$ cat src/design/bdlp_pkg.sv
`default_nettype none
package bdlp_pkg;

    localparam int BDLP_TIME_WIDTH = 32;

    localparam int NOW_WIDTH = 32;
    localparam int CFG_WIDTH = 16;
    localparam int CFG_ADDR_WIDTH = 1;

    localparam int S_TDATA_WIDTH = 40;
    localparam int M_TDATA_WIDTH = 8;

    localparam logic [CFG_ADDR_WIDTH-1:0] CFG_DEBOUNCE = 1'b0;
    localparam logic [CFG_ADDR_WIDTH-1:0] CFG_LONG_PRESS = 1'b1;

    localparam logic [CFG_WIDTH-1:0] DEBOUNCE_RESET = 16'd30;
    localparam logic [CFG_WIDTH-1:0] LONG_PRESS_RESET = 16'd800;

    typedef enum logic [1:0] {
        OP_SAMPLE = 2'd0,
        OP_BEGIN = 2'd1,
        OP_PRIME_LOW = 2'd2
    } op_t;

    typedef enum logic [1:0] {
        EV_NONE = 2'd0,
        EV_PRESSED = 2'd1,
        EV_SHORT_RELEASED = 2'd2,
        EV_LONG_PRESSED = 2'd3
    } event_t;

    typedef struct packed {
        logic raw_level;
        logic [NOW_WIDTH-1:0] now_ms;
        op_t op;
    } in_item_t;

    typedef struct packed {
        logic pending_debounce;
        event_t event_res;
    } res_item_t;

endpackage
`default_nettype wire

$ cat src/design/bdlp_in_reg.sv
`default_nettype none
module bdlp_in_reg
    import bdlp_pkg::*;
(
    input  wire logic     aclk,
    input  wire logic     aresetn,
    input  wire logic     s_tvalid,
    output logic          s_tready,
    input  wire in_item_t s_item,
    input  wire logic     advance,
    output logic          item_valid,
    output in_item_t      item
);

    logic     valid_reg;
    logic     valid_next;
    in_item_t item_reg;

    assign s_tready = !valid_reg || advance;

    always_comb begin
        valid_next = valid_reg;
        if (s_tvalid && s_tready) begin
            valid_next = 1'b1;
        end else if (advance) begin
            valid_next = 1'b0;
        end
    end

    always_ff @(posedge aclk) begin
        if (!aresetn) begin
            valid_reg <= 1'b0;
        end else begin
            valid_reg <= valid_next;
        end
    end

    always_ff @(posedge aclk) begin
        if (s_tvalid && s_tready) begin
            item_reg <= s_item;
        end
    end

    assign item_valid = valid_reg;
    assign item = item_reg;

endmodule
`default_nettype wire

$ cat src/design/bdlp_core.sv
`default_nettype none
module bdlp_core
    import bdlp_pkg::*;
#(
    parameter int TIME_WIDTH = BDLP_TIME_WIDTH
) (
    input  wire logic                      aclk,
    input  wire logic                      aresetn,
    input  wire logic                      cfg_we,
    input  wire logic [CFG_ADDR_WIDTH-1:0] cfg_addr,
    input  wire logic [CFG_WIDTH-1:0]      cfg_wdata,
    input  wire in_item_t                  item,
    input  wire logic                      advance,
    output res_item_t                      result
);

    logic [CFG_WIDTH-1:0]  debounce_reg;
    logic [CFG_WIDTH-1:0]  long_press_reg;

    logic                  stable_reg;
    logic                  stable_next;
    logic                  last_raw_reg;
    logic                  last_raw_next;
    logic                  long_rep_reg;
    logic                  long_rep_next;
    logic [TIME_WIDTH-1:0] change_time_reg;
    logic [TIME_WIDTH-1:0] change_time_next;
    logic [TIME_WIDTH-1:0] press_time_reg;
    logic [TIME_WIDTH-1:0] press_time_next;

    logic [TIME_WIDTH+NOW_WIDTH-1:0] now_ext;
    logic [TIME_WIDTH+CFG_WIDTH-1:0] debounce_ext;
    logic [TIME_WIDTH+CFG_WIDTH-1:0] long_press_ext;
    logic [TIME_WIDTH-1:0] now_t;
    logic [TIME_WIDTH-1:0] since_change;
    logic [TIME_WIDTH-1:0] since_press;
    logic                  settled;
    event_t                ev;

    assign now_ext = {{TIME_WIDTH{1'b0}}, item.now_ms};
    assign debounce_ext = {{TIME_WIDTH{1'b0}}, debounce_reg};
    assign long_press_ext = {{TIME_WIDTH{1'b0}}, long_press_reg};
    assign now_t = now_ext[TIME_WIDTH-1:0];

    always_ff @(posedge aclk) begin
        if (!aresetn) begin
            debounce_reg <= DEBOUNCE_RESET;
            long_press_reg <= LONG_PRESS_RESET;
        end else if (cfg_we) begin
            case (cfg_addr)
                CFG_DEBOUNCE: debounce_reg <= cfg_wdata;
                CFG_LONG_PRESS: long_press_reg <= cfg_wdata;
                default: ;
            endcase
        end
    end

    always_comb begin
        stable_next = stable_reg;
        last_raw_next = last_raw_reg;
        long_rep_next = long_rep_reg;
        change_time_next = change_time_reg;
        press_time_next = press_time_reg;
        ev = EV_NONE;
        settled = 1'b0;
        since_change = '0;
        since_press = '0;
        case (item.op)
            OP_SAMPLE: begin
                if (item.raw_level != last_raw_reg) begin
                    last_raw_next = item.raw_level;
                    change_time_next = now_t;
                end
                since_change = now_t - change_time_next;
                settled = (since_change >= debounce_ext[TIME_WIDTH-1:0])
                    && (stable_reg != item.raw_level);
                since_press = now_t - press_time_reg;
                if (settled) begin
                    stable_next = item.raw_level;
                    long_rep_next = 1'b0;
                    if (!item.raw_level) begin
                        press_time_next = now_t;
                        ev = EV_PRESSED;
                    end else begin
                        press_time_next = '0;
                        if (!long_rep_reg) begin
                            ev = EV_SHORT_RELEASED;
                        end
                    end
                end else if (!stable_reg && !long_rep_reg
                             && since_press >= long_press_ext[TIME_WIDTH-1:0]) begin
                    long_rep_next = 1'b1;
                    ev = EV_LONG_PRESSED;
                end
            end
            OP_BEGIN: begin
                stable_next = item.raw_level;
                last_raw_next = item.raw_level;
                change_time_next = now_t;
                press_time_next = item.raw_level ? '0 : now_t;
                long_rep_next = 1'b0;
            end
            OP_PRIME_LOW: begin
                stable_next = 1'b0;
                last_raw_next = 1'b0;
                change_time_next = now_t;
                press_time_next = now_t;
                long_rep_next = 1'b0;
            end
            default: ;
        endcase
    end

    always_ff @(posedge aclk) begin
        if (!aresetn) begin
            stable_reg <= 1'b1;
            last_raw_reg <= 1'b1;
            long_rep_reg <= 1'b0;
            change_time_reg <= '0;
            press_time_reg <= '0;
        end else if (advance) begin
            stable_reg <= stable_next;
            last_raw_reg <= last_raw_next;
            long_rep_reg <= long_rep_next;
            change_time_reg <= change_time_next;
            press_time_reg <= press_time_next;
        end
    end

    assign result.event_res = ev;
    assign result.pending_debounce = stable_next != last_raw_next;

endmodule
`default_nettype wire

$ cat src/design/bdlp_out_reg.sv
`default_nettype none
module bdlp_out_reg
    import bdlp_pkg::*;
(
    input  wire logic      aclk,
    input  wire logic      aresetn,
    input  wire logic      item_valid,
    input  wire res_item_t result,
    output logic           advance,
    output logic           m_tvalid,
    input  wire logic      m_tready,
    output res_item_t      m_item
);

    logic      valid_reg;
    logic      valid_next;
    res_item_t item_reg;

    assign advance = item_valid && (!valid_reg || m_tready);

    always_comb begin
        valid_next = valid_reg;
        if (advance) begin
            valid_next = 1'b1;
        end else if (m_tready) begin
            valid_next = 1'b0;
        end
    end

    always_ff @(posedge aclk) begin
        if (!aresetn) begin
            valid_reg <= 1'b0;
        end else begin
            valid_reg <= valid_next;
        end
    end

    always_ff @(posedge aclk) begin
        if (advance) begin
            item_reg <= result;
        end
    end

    assign m_tvalid = valid_reg;
    assign m_item = item_reg;

endmodule
`default_nettype wire

$ cat src/design/button_debounce_long_press_unit.sv
// Debouncer for an active-low push button with long-press detection.
// Each input word carries an operation, a millisecond timestamp and the raw
// pin level; each accepted word yields exactly one result word with the
// event code and the pending-debounce flag, in input order.
// The debounce and long-press times are written through the plain write
// port (index 0 and 1); the user must write them only while no word is in
// flight, as the block does not enforce it. A word accepted into the input
// register is evaluated against the button state and placed in the output
// register, from which its result is taken. The state update is a single
// combinational step of subtracts and compares, so one word is accepted and
// one result is delivered in every cycle while the receiver does not stall.
// When the receiver stalls, the output register holds its word and the
// input register keeps taking one more word; after that s_tready falls
// until the stall clears. Nothing is dropped.
// Synchronous reset empties both registers, restores the default times
// (30 ms and 800 ms) and sets the button to released with no long press.
`default_nettype none
module button_debounce_long_press_unit
    import bdlp_pkg::*;
#(
    parameter int TIME_WIDTH = BDLP_TIME_WIDTH
) (
    input  wire logic                      aclk,
    input  wire logic                      aresetn,
    input  wire logic                      cfg_we,
    input  wire logic [CFG_ADDR_WIDTH-1:0] cfg_addr,
    input  wire logic [CFG_WIDTH-1:0]      cfg_wdata,
    input  wire logic                      s_tvalid,
    output logic                           s_tready,
    // Fields from bit 0: op[1:0], now_ms[33:2], raw_level[34], zero pad.
    input  wire logic [S_TDATA_WIDTH-1:0]  s_tdata,
    output logic                           m_tvalid,
    input  wire logic                      m_tready,
    // Fields from bit 0: event_res[1:0], pending_debounce[2], zero pad.
    output logic [M_TDATA_WIDTH-1:0]       m_tdata
);

    localparam int ItemBits = $bits(in_item_t);
    localparam int ResBits = $bits(res_item_t);

    in_item_t  s_item;
    in_item_t  item;
    logic      item_valid;
    logic      advance;
    res_item_t result;
    res_item_t m_item;

    assign s_item = in_item_t'(s_tdata[ItemBits-1:0]);

    bdlp_in_reg u_in_reg (
        .aclk       (aclk),
        .aresetn    (aresetn),
        .s_tvalid   (s_tvalid),
        .s_tready   (s_tready),
        .s_item     (s_item),
        .advance    (advance),
        .item_valid (item_valid),
        .item       (item)
    );

    bdlp_core #(
        .TIME_WIDTH (TIME_WIDTH)
    ) u_core (
        .aclk      (aclk),
        .aresetn   (aresetn),
        .cfg_we    (cfg_we),
        .cfg_addr  (cfg_addr),
        .cfg_wdata (cfg_wdata),
        .item      (item),
        .advance   (advance),
        .result    (result)
    );

    bdlp_out_reg u_out_reg (
        .aclk       (aclk),
        .aresetn    (aresetn),
        .item_valid (item_valid),
        .result     (result),
        .advance    (advance),
        .m_tvalid   (m_tvalid),
        .m_tready   (m_tready),
        .m_item     (m_item)
    );

    assign m_tdata = {{(M_TDATA_WIDTH-ResBits){1'b0}}, m_item};

endmodule
`default_nettype wire

$ cat config.mk
export PLATFORM = sky130hd
export DESIGN_NAME = button_debounce_long_press_unit
export DESIGN_NICKNAME = d
export VERILOG_FILES = /design/src/design/bdlp_pkg.sv /design/src/design/bdlp_in_reg.sv /design/src/design/bdlp_core.sv /design/src/design/bdlp_out_reg.sv /design/src/design/button_debounce_long_press_unit.sv
export SDC_FILE = /design/constraint.sdc
export NUM_CORES = 1
export LEC_CHECK = 0
export BUFFER_PORTS_ARGS = -buffer_cell sky130_fd_sc_hd__buf_2
export CAP_MARGIN = 20
export CELL_PAD_IN_SITES_DETAIL_PLACEMENT = 1
export CELL_PAD_IN_SITES_GLOBAL_PLACEMENT = 1
export CORE_ASPECT_RATIO = 1.2
export CORE_MARGIN = 2
export CORE_UTILIZATION = 29
export DETAILED_ROUTE_END_ITERATION = 16
export PLACE_DENSITY = 0.6
export RECOVER_POWER = 100
export SETUP_SLACK_MARGIN = 0.1
export SYNTH_ARGS = -nofsm -noshare
export SYNTH_HDL_FRONTEND = slang
export SYNTH_SLANG_ARGS = --single-unit
$ cat constraint.sdc
create_clock -name aclk -period 9.45 [get_ports aclk]
set_input_delay 0 -clock aclk [delete_from_list [all_inputs] [get_ports aclk]]
set_output_delay 0 -clock aclk [all_outputs]
set_load 0.01 [all_outputs]
# Word level (Yosys, flattened, before mapping)
# Cells that the tools add are included.
# Widths: inputs -> output; s select.
# word_totals
regBits	139
output_inout_bits	10
word_cells	69
inputBits	62
# op_classes
n_reduce_logical	22
order_cmp	2
n_eq_ne	7
n_addsub	2
n_mux	21
bitwise	1
# op_table
cell	count
$mux 32	4
$pmux 32 s3	1
$ge 32x16->1	2
$pmux 32 s2	1
$sub 32x32->32	2
$mux 1	8
$mux 2	4
$pmux 1 s3	2
$reduce_and 2->1	3
$reduce_and 3->1	2
$reduce_bool 2->1	3
$logic_and 1x1->1	5
$logic_not 1->1	4
$ne 1x1->1	3
$ne 3x1->1 const B	1
$reduce_bool 3->1	1
$eq 2x1->1 const B	1
$eq 2x2->1 const B	1
$logic_not 2->1	1
$logic_or 1x1->1	2
$ne 2x1->1 const B	1
$pmux 1 s2	1
$reduce_or 2->1	1
$not 1->1	1

# Depth between registers and ports, before layout
# logic_depth
depth_word	9
depth_mapped	29
depth_no_buf	25

# Cells and area by module
# Synthesis repeated with hierarchy kept, for this count alone.
# hier_totals
cells_unflattened	1313
hier_area_um2	10737.8
# modules_own_cells
module	area_each_um2	seq_area_each_um2	cells_each	instances
bdlp_core	9450.3	1981.9	1260	1
bdlp_in_reg	1108.6	1071.0	40	1
bdlp_out_reg	137.6	110.1	7	1
button_debounce_long_press_unit	41.3	0.0	6	1

# Worst setup path after synthesis
# OpenSTA, ideal clock, no wires.
# synth_path
path_kind	register to register
from	register u_in_reg.item_reg, in the netlist u_in_reg.item[34]
to	register u_out_reg.item_reg, in the netlist u_out_reg.m_item[0], data pin
t_required_ns	9.195
path_slack_ns	3.858
path_buffers	3
path_stages_with_launch	27
setup_ns	0.255
synth_period_minus_slack_ns	5.592
arrival_ns	5.337
path_cell_list	edfxtp_1 ha_1 buf_2 buf_1 buf_1 o21ai_0 ha_1 inv_1 ha_1 nand2b_1 a22oi_1 a211oi_1 nor2_1 o21ai_0 xor2_1 ha_1 a21oi_1 nand2_1 a221oi_1 o221ai_1 nor4_1 o211ai_1 nor4_1 and4_4 nand3_1 a22o_1 and3_1
# synth_between
elab_chain_cells	7
elab_cells_between_ends	9
classes_between	add/sub (1); order compare (1); eq/ne (2); mux (4); reduce/logical (1)
# synth_lines
item	line_no	source
start, declared	bdlp_in_reg.sv:17	in_item_t item_reg;
start signal, assigned	bdlp_in_reg.sv:40	item_reg <= s_item;
$ne 1x1->1	bdlp_core.sv:70	if (item.raw_level != last_raw_reg) begin
$mux 32	bdlp_core.sv:70	
$mux 32	bdlp_core.sv:68	case (item.op)
$sub 32x32->32	bdlp_core.sv:74	since_change = now_t - change_time_next;
$ge 32x16->1	bdlp_core.sv:75	settled = (since_change >= debounce_ext[TIME_WIDTH-1:0])
$logic_and 1x1->1	bdlp_core.sv:76	&& (stable_reg != item.raw_level);
$mux 2 *	bdlp_core.sv:78	if (settled) begin
end signal, assigned	bdlp_out_reg.sv:40	item_reg <= result;
end, declared	bdlp_out_reg.sv:17	res_item_t item_reg;
# Mark *: on every way between the ends. The rest lies on a longest branch, timed or not. The select of a mux whose other input is x is not followed.
# A chain may end at the register's enable or synchronous reset.

# Worst setup path in the final report
# layout_path
from	register u_in_reg.item_reg, in the netlist u_in_reg.item[34]
to	register u_core.press_time_reg[11]
# layout_between
elab_chain_cells	8
elab_cells_between_ends	12
classes_between	add/sub (1); order compare (1); eq/ne (3); mux (5); reduce/logical (2)
# layout_lines
item	line_no	source
$ne 1x1->1	bdlp_core.sv:70	
$mux 32	bdlp_core.sv:70	
$mux 32	bdlp_core.sv:68	
$sub 32x32->32	bdlp_core.sv:74	
$ge 32x16->1	bdlp_core.sv:75	
$logic_and 1x1->1	bdlp_core.sv:76	
$ne 2x1->1 (no line)	n/a	
$reduce_and 3->1 (no line)	n/a	
end signal, assigned	bdlp_core.sv:126	press_time_reg <= press_time_next;
end, declared	bdlp_core.sv:28	logic [TIME_WIDTH-1:0] press_time_reg;
# Parallel ways exist; a longest one is shown, timed or not. The select of a mux whose other input is x is not followed.

==> run_summary.xml <==
<?xml version="1.0" encoding="UTF-8"?>
<metrics>
  <group name="outcome">
    <metric name="run_status" unit="">finished with violations</metric>
    <metric name="failed_checks" unit="">max-capacitance violations, max-slew violations</metric>
  </group>
  <group name="power_and_ir_drop">
    <metric name="cellPowerDensity" unit="mW/mm^2">162</metric>
    <metric name="peakVddDrop" unit="uV">132</metric>
    <metric name="report.power.total" unit="mW">1.97</metric>
    <metric name="leakage" unit="nW">4.71</metric>
  </group>
  <group name="critical_path">
    <metric name="worst-path-max-fanout" unit="">32</metric>
    <metric name="slowest_stage" unit="">sky130_fd_sc_hd__clkbuf_1</metric>
    <metric name="setup.worst_path.class" unit="">reg -&gt; reg</metric>
    <metric name="critical_path.startpoint_type" unit="">register</metric>
    <metric name="crit_top_cell" unit="">sky130_fd_sc_hd__ha_1</metric>
    <metric name="reg2reg_to" unit="">u_core.press_time_reg[11]$_SDFFE_PN0P_</metric>
    <metric name="r2r-start" unit="">u_in_reg.item[34]$_DFFE_PP_</metric>
    <metric name="critical_path_arrival" unit="ns">7.97</metric>
    <metric name="critPathTopFamily" unit="">compound AO/OA/AOI/OAI gates</metric>
    <metric name="critical_path_capture_point_type" unit="">register</metric>
    <metric name="max_stage_delay" unit="ns">1.36</metric>
    <metric name="ff2ff_path_depth" unit="">25</metric>
    <metric name="crit_buf_inv" unit="">1</metric>
    <metric name="worst_ep_required_time" unit="ns">9.82</metric>
    <metric name="setup.reg_to_reg.worst_slack" unit="ns">1.85</metric>
  </group>
  <group name="drt">
    <metric name="wl" unit="um">33100</metric>
    <metric name="route.antenna.remaining_nets" unit="">0</metric>
    <metric name="drtPass1Iterations" unit="">5</metric>
    <metric name="remaining_drc_errors" unit="">0</metric>
    <metric name="route.vias.total" unit="">9418</metric>
    <metric name="routed_wire_length_per_instance" unit="um">18.4</metric>
    <metric name="vias_per_cell" unit="">5.23</metric>
    <metric name="number_of_violations_reported_at_the_end_of_detailed_routing_iteration_0" unit="">389</metric>
  </group>
  <group name="synth">
    <metric name="syn-instance-count" unit="">1246</metric>
    <metric name="synth.most_common_cell" unit="">sky130_fd_sc_hd__nand2_1</metric>
    <metric name="syn_area_per_cell" unit="um^2">8.32</metric>
    <metric name="ys_warn_count" unit="">0</metric>
    <metric name="synth_async_sr_flop_share" unit="%">0</metric>
    <metric name="ranking_of_synthesized_cells_by_instance_count" unit="">188 x sky130_fd_sc_hd__nand2_1, 101 x sky130_fd_sc_hd__dfxtp_1, 90 x sky130_fd_sc_hd__ha_1</metric>
    <metric name="ys_types" unit="">82</metric>
    <metric name="mappedNetlistArea" unit="mm^2">0.0104</metric>
    <metric name="synth.top_cell.area_share" unit="%">19.5</metric>
    <metric name="synth-seq-cells" unit="">139</metric>
    <metric name="number_of_enable_flip_flop_cells_after_synthesis" unit="">38</metric>
    <metric name="synthFlopType" unit="">sky130_fd_sc_hd__dfxtp_1</metric>
    <metric name="netlist_top_cells_area" unit="">sky130_fd_sc_hd__dfxtp_1 20%, sky130_fd_sc_hd__edfxtp_1 11%, sky130_fd_sc_hd__ha_1 11%, sky130_fd_sc_hd__nand2_1 6.8%, sky130_fd_sc_hd__a21boi_0 4.2%</metric>
    <metric name="area_leader_netlist" unit="">sky130_fd_sc_hd__dfxtp_1</metric>
    <metric name="synth_sequential_area_ratio" unit="%">30.5</metric>
  </group>
  <group name="placement">
    <metric name="place_hpwl" unit="um">24800</metric>
    <metric name="placement.io_buffers" unit="">61</metric>
    <metric name="globalplace.congestion" unit="">0.866</metric>
  </group>
  <group name="sta">
    <metric name="max_clock_freq" unit="MHz">132</metric>
    <metric name="totalNegativeSetupSlack" unit="ns">0</metric>
    <metric name="unrepaired_setup_endpoints_after_global_routing" unit="">false</metric>
    <metric name="tightest_slew" unit="ns">2.84</metric>
    <metric name="timing.final.max_slew_violations" unit="">86</metric>
    <metric name="slew_headroom" unit="%">-89.4</metric>
    <metric name="period_needed" unit="ns">7.60</metric>
    <metric name="final_min_period_over_clock_period" unit="%">80.4</metric>
    <metric name="final-hold-violation-count" unit="">0</metric>
    <metric name="finalClockSkew" unit="ns">0.0128</metric>
    <metric name="finalSetupViolCount" unit="">0</metric>
    <metric name="hold_ws" unit="ns">0.105</metric>
  </group>
  <group name="global_route">
    <metric name="vias_in_the_first_global_route" unit="">9631</metric>
    <metric name="grt_start_max_net_pins" unit="">76</metric>
    <metric name="wire_length_of_the_first_global_routing_pass" unit="um">53200</metric>
    <metric name="globalRoute.totalOverflow" unit="">0</metric>
    <metric name="groute.usage.overall" unit="%">18.4</metric>
    <metric name="grt_antenna_before_repair" unit="">0</metric>
  </group>
  <group name="worst_hold_path">
    <metric name="holdCritStartpoint" unit="">cfg_addr</metric>
    <metric name="hold_path.class" unit="">in -&gt; reg</metric>
    <metric name="min_delay_path_depth" unit="">5</metric>
    <metric name="worst_hold_path.endpoint" unit="">u_core.debounce_reg[7]$_SDFFE_PN0P_</metric>
  </group>
  <group name="floorplanning">
    <metric name="start_util" unit="%">29.5</metric>
    <metric name="fp.dieArea" unit="mm^2">0.0373</metric>
    <metric name="floorplan.io_pins" unit="">72</metric>
    <metric name="floorplan.die.width" unit="um">177</metric>
    <metric name="core_area" unit="mm^2">0.0351</metric>
    <metric name="floorplan.die.height" unit="um">211</metric>
    <metric name="placementRows" unit="">75</metric>
  </group>
  <group name="clocking">
    <metric name="cts.sinks" unit="">139</metric>
    <metric name="tritoncts_clock_tree" unit="">yes</metric>
    <metric name="clkSlewWorstSetupHoldPaths" unit="ns">0.06</metric>
    <metric name="cts_hold_buf" unit="">54</metric>
    <metric name="h_tree_depth" unit="">4</metric>
    <metric name="cts-root-to-sink-buffers" unit="">2</metric>
    <metric name="cts-buffers-inserted" unit="">17</metric>
    <metric name="cts_repair_resize_count" unit="">0</metric>
    <metric name="clock_insertion_delay_worst_skew" unit="ns">0.45</metric>
    <metric name="cts.repair_timing.setup_buffer_count" unit="">0</metric>
    <metric name="cts_root_buf" unit="">sky130_fd_sc_hd__clkbuf_16</metric>
  </group>
  <group name="run">
    <metric name="cap_violations" unit="">3</metric>
  </group>
  <group name="layout">
    <metric name="area_growth_syn_to_layout" unit="%">17.0</metric>
    <metric name="num_antenna_cells" unit="">0</metric>
    <metric name="finish.net_count" unit="">1478</metric>
    <metric name="largest_register_ffs" unit="">35</metric>
    <metric name="layout_cell_share_with_drive_strength_beyond_1" unit="%">7.70</metric>
  </group>
</metrics>
## per-layer routing
| layer | track usage (%) | wire length [um] |
|---|---|---|
| met1 | 23.2 | 15300 |
| met2 | 31.5 | 16200 |
| met3 | 2.77 | 756 |
| met4 | 6.70 | 867 |
| met5 | 0 | 0 |
## final cells by class
cell class | count | area, um^2
Timing Repair Buffer | 121 | 867
Inverter | 83 | 312
Multi-Input combinational cell | 963 | 6600
Clock buffer | 19 | 433
Sequential cell | 139 | 3160
Clock inverter | 13 | 176
Fill cell | 4169 | 23000
Tap cell | 462 | 578
## cell usage in the layout, fill, tap and decap left out, types with 22 or more instances in the layout
master                          Yosys  routed
sky130_fd_sc_hd__xor2_1            29      29
sky130_fd_sc_hd__nor2b_1           24      24
sky130_fd_sc_hd__inv_1             83      83
sky130_fd_sc_hd__a22o_1            32      32
sky130_fd_sc_hd__mux2i_1           25      25
sky130_fd_sc_hd__dlygate4sd3_1      0      54
sky130_fd_sc_hd__edfxtp_1          38      38
sky130_fd_sc_hd__nand3_1           23      23
sky130_fd_sc_hd__nor2_1            53      53
sky130_fd_sc_hd__o21ai_0           44      45
sky130_fd_sc_hd__a21boi_0          58      58
sky130_fd_sc_hd__nand2_1          188     188
sky130_fd_sc_hd__nand2b_1          22      22
sky130_fd_sc_hd__a21o_1            39      39
sky130_fd_sc_hd__dfxtp_1          101     101
sky130_fd_sc_hd__ha_1              90      90
sky130_fd_sc_hd__a21oi_1           72      72
sky130_fd_sc_hd__buf_2             14      48
## where the power goes
part           internal (mW)  total (mW)  leakage, nW  switching, mW
combinational          0.230       0.577         3.22          0.346
sequential             0.644       0.676         1.19         0.0318
clock                  0.439       0.714        0.294          0.275
total                   1.31        1.97         4.71          0.653
## how the worst max path moves through the flow
stage | from | end | slack, ns | depth (start not counted)
final | u_in_reg.item[34]$_DFFE_PP_ | u_core.press_time_reg[11]$_SDFFE_PN0P_ | 1.85 | 25
after global routing | u_in_reg.item[34]$_DFFE_PP_ | u_core.press_time_reg[18]$_SDFFE_PN0P_ | 1.25 | 25
after CTS | u_in_reg.item[34]$_DFFE_PP_ | u_core.press_time_reg[11]$_SDFFE_PN0P_ | 2.89 | 23
after detailed placement | u_in_reg.item[34]$_DFFE_PP_ | u_core.press_time_reg[11]$_SDFFE_PN0P_ | 2.95 | 23
after global placement | u_in_reg.item[34]$_DFFE_PP_ | u_core.press_time_reg[28]$_SDFFE_PN0P_ | 3.06 | 23
after floorplan | u_in_reg.item[34]$_DFFE_PP_ | u_out_reg.m_item[0]$_SDFFCE_PN0P_ | 3.86 | 26
## kinds of logic after synthesis
logic type,after synthesis,share of synthesized area [%]
AOI/OAI and AO/OA,396,27.5
and+or+nand+nor,394,18.1
buffers and inverters,148,5.93
DFF,139,30.5
adders and majority gates,93,11.3
xor gates and xnor gates,48,4.06
muxes,27,2.63
other,1,0.0362
## through the flow
stage               util, %  setup slack [ns]  area (um^2)  cells
finish                 34.5              1.85        12100   1800
global placement       31.4              3.06        11000   1714
detailed placement     31.4              2.95        11000   1714
global route           34.5              1.25        12100   1800
CTS                    34.7              2.89        12200   1800
floorplan                 -              3.86        10400   1250
## worst reg2reg max path: cells and delay by family (launching register included)
kind	cells	cell delay (ns)
mux	1	0.16
simple gates	6	0.89
flops	1	0.53
buf+inv	1	1.36
fa+ha+maj	3	1.69
compound gates	14	2.88
Note: power is estimated with default switching activity, not from simulation.
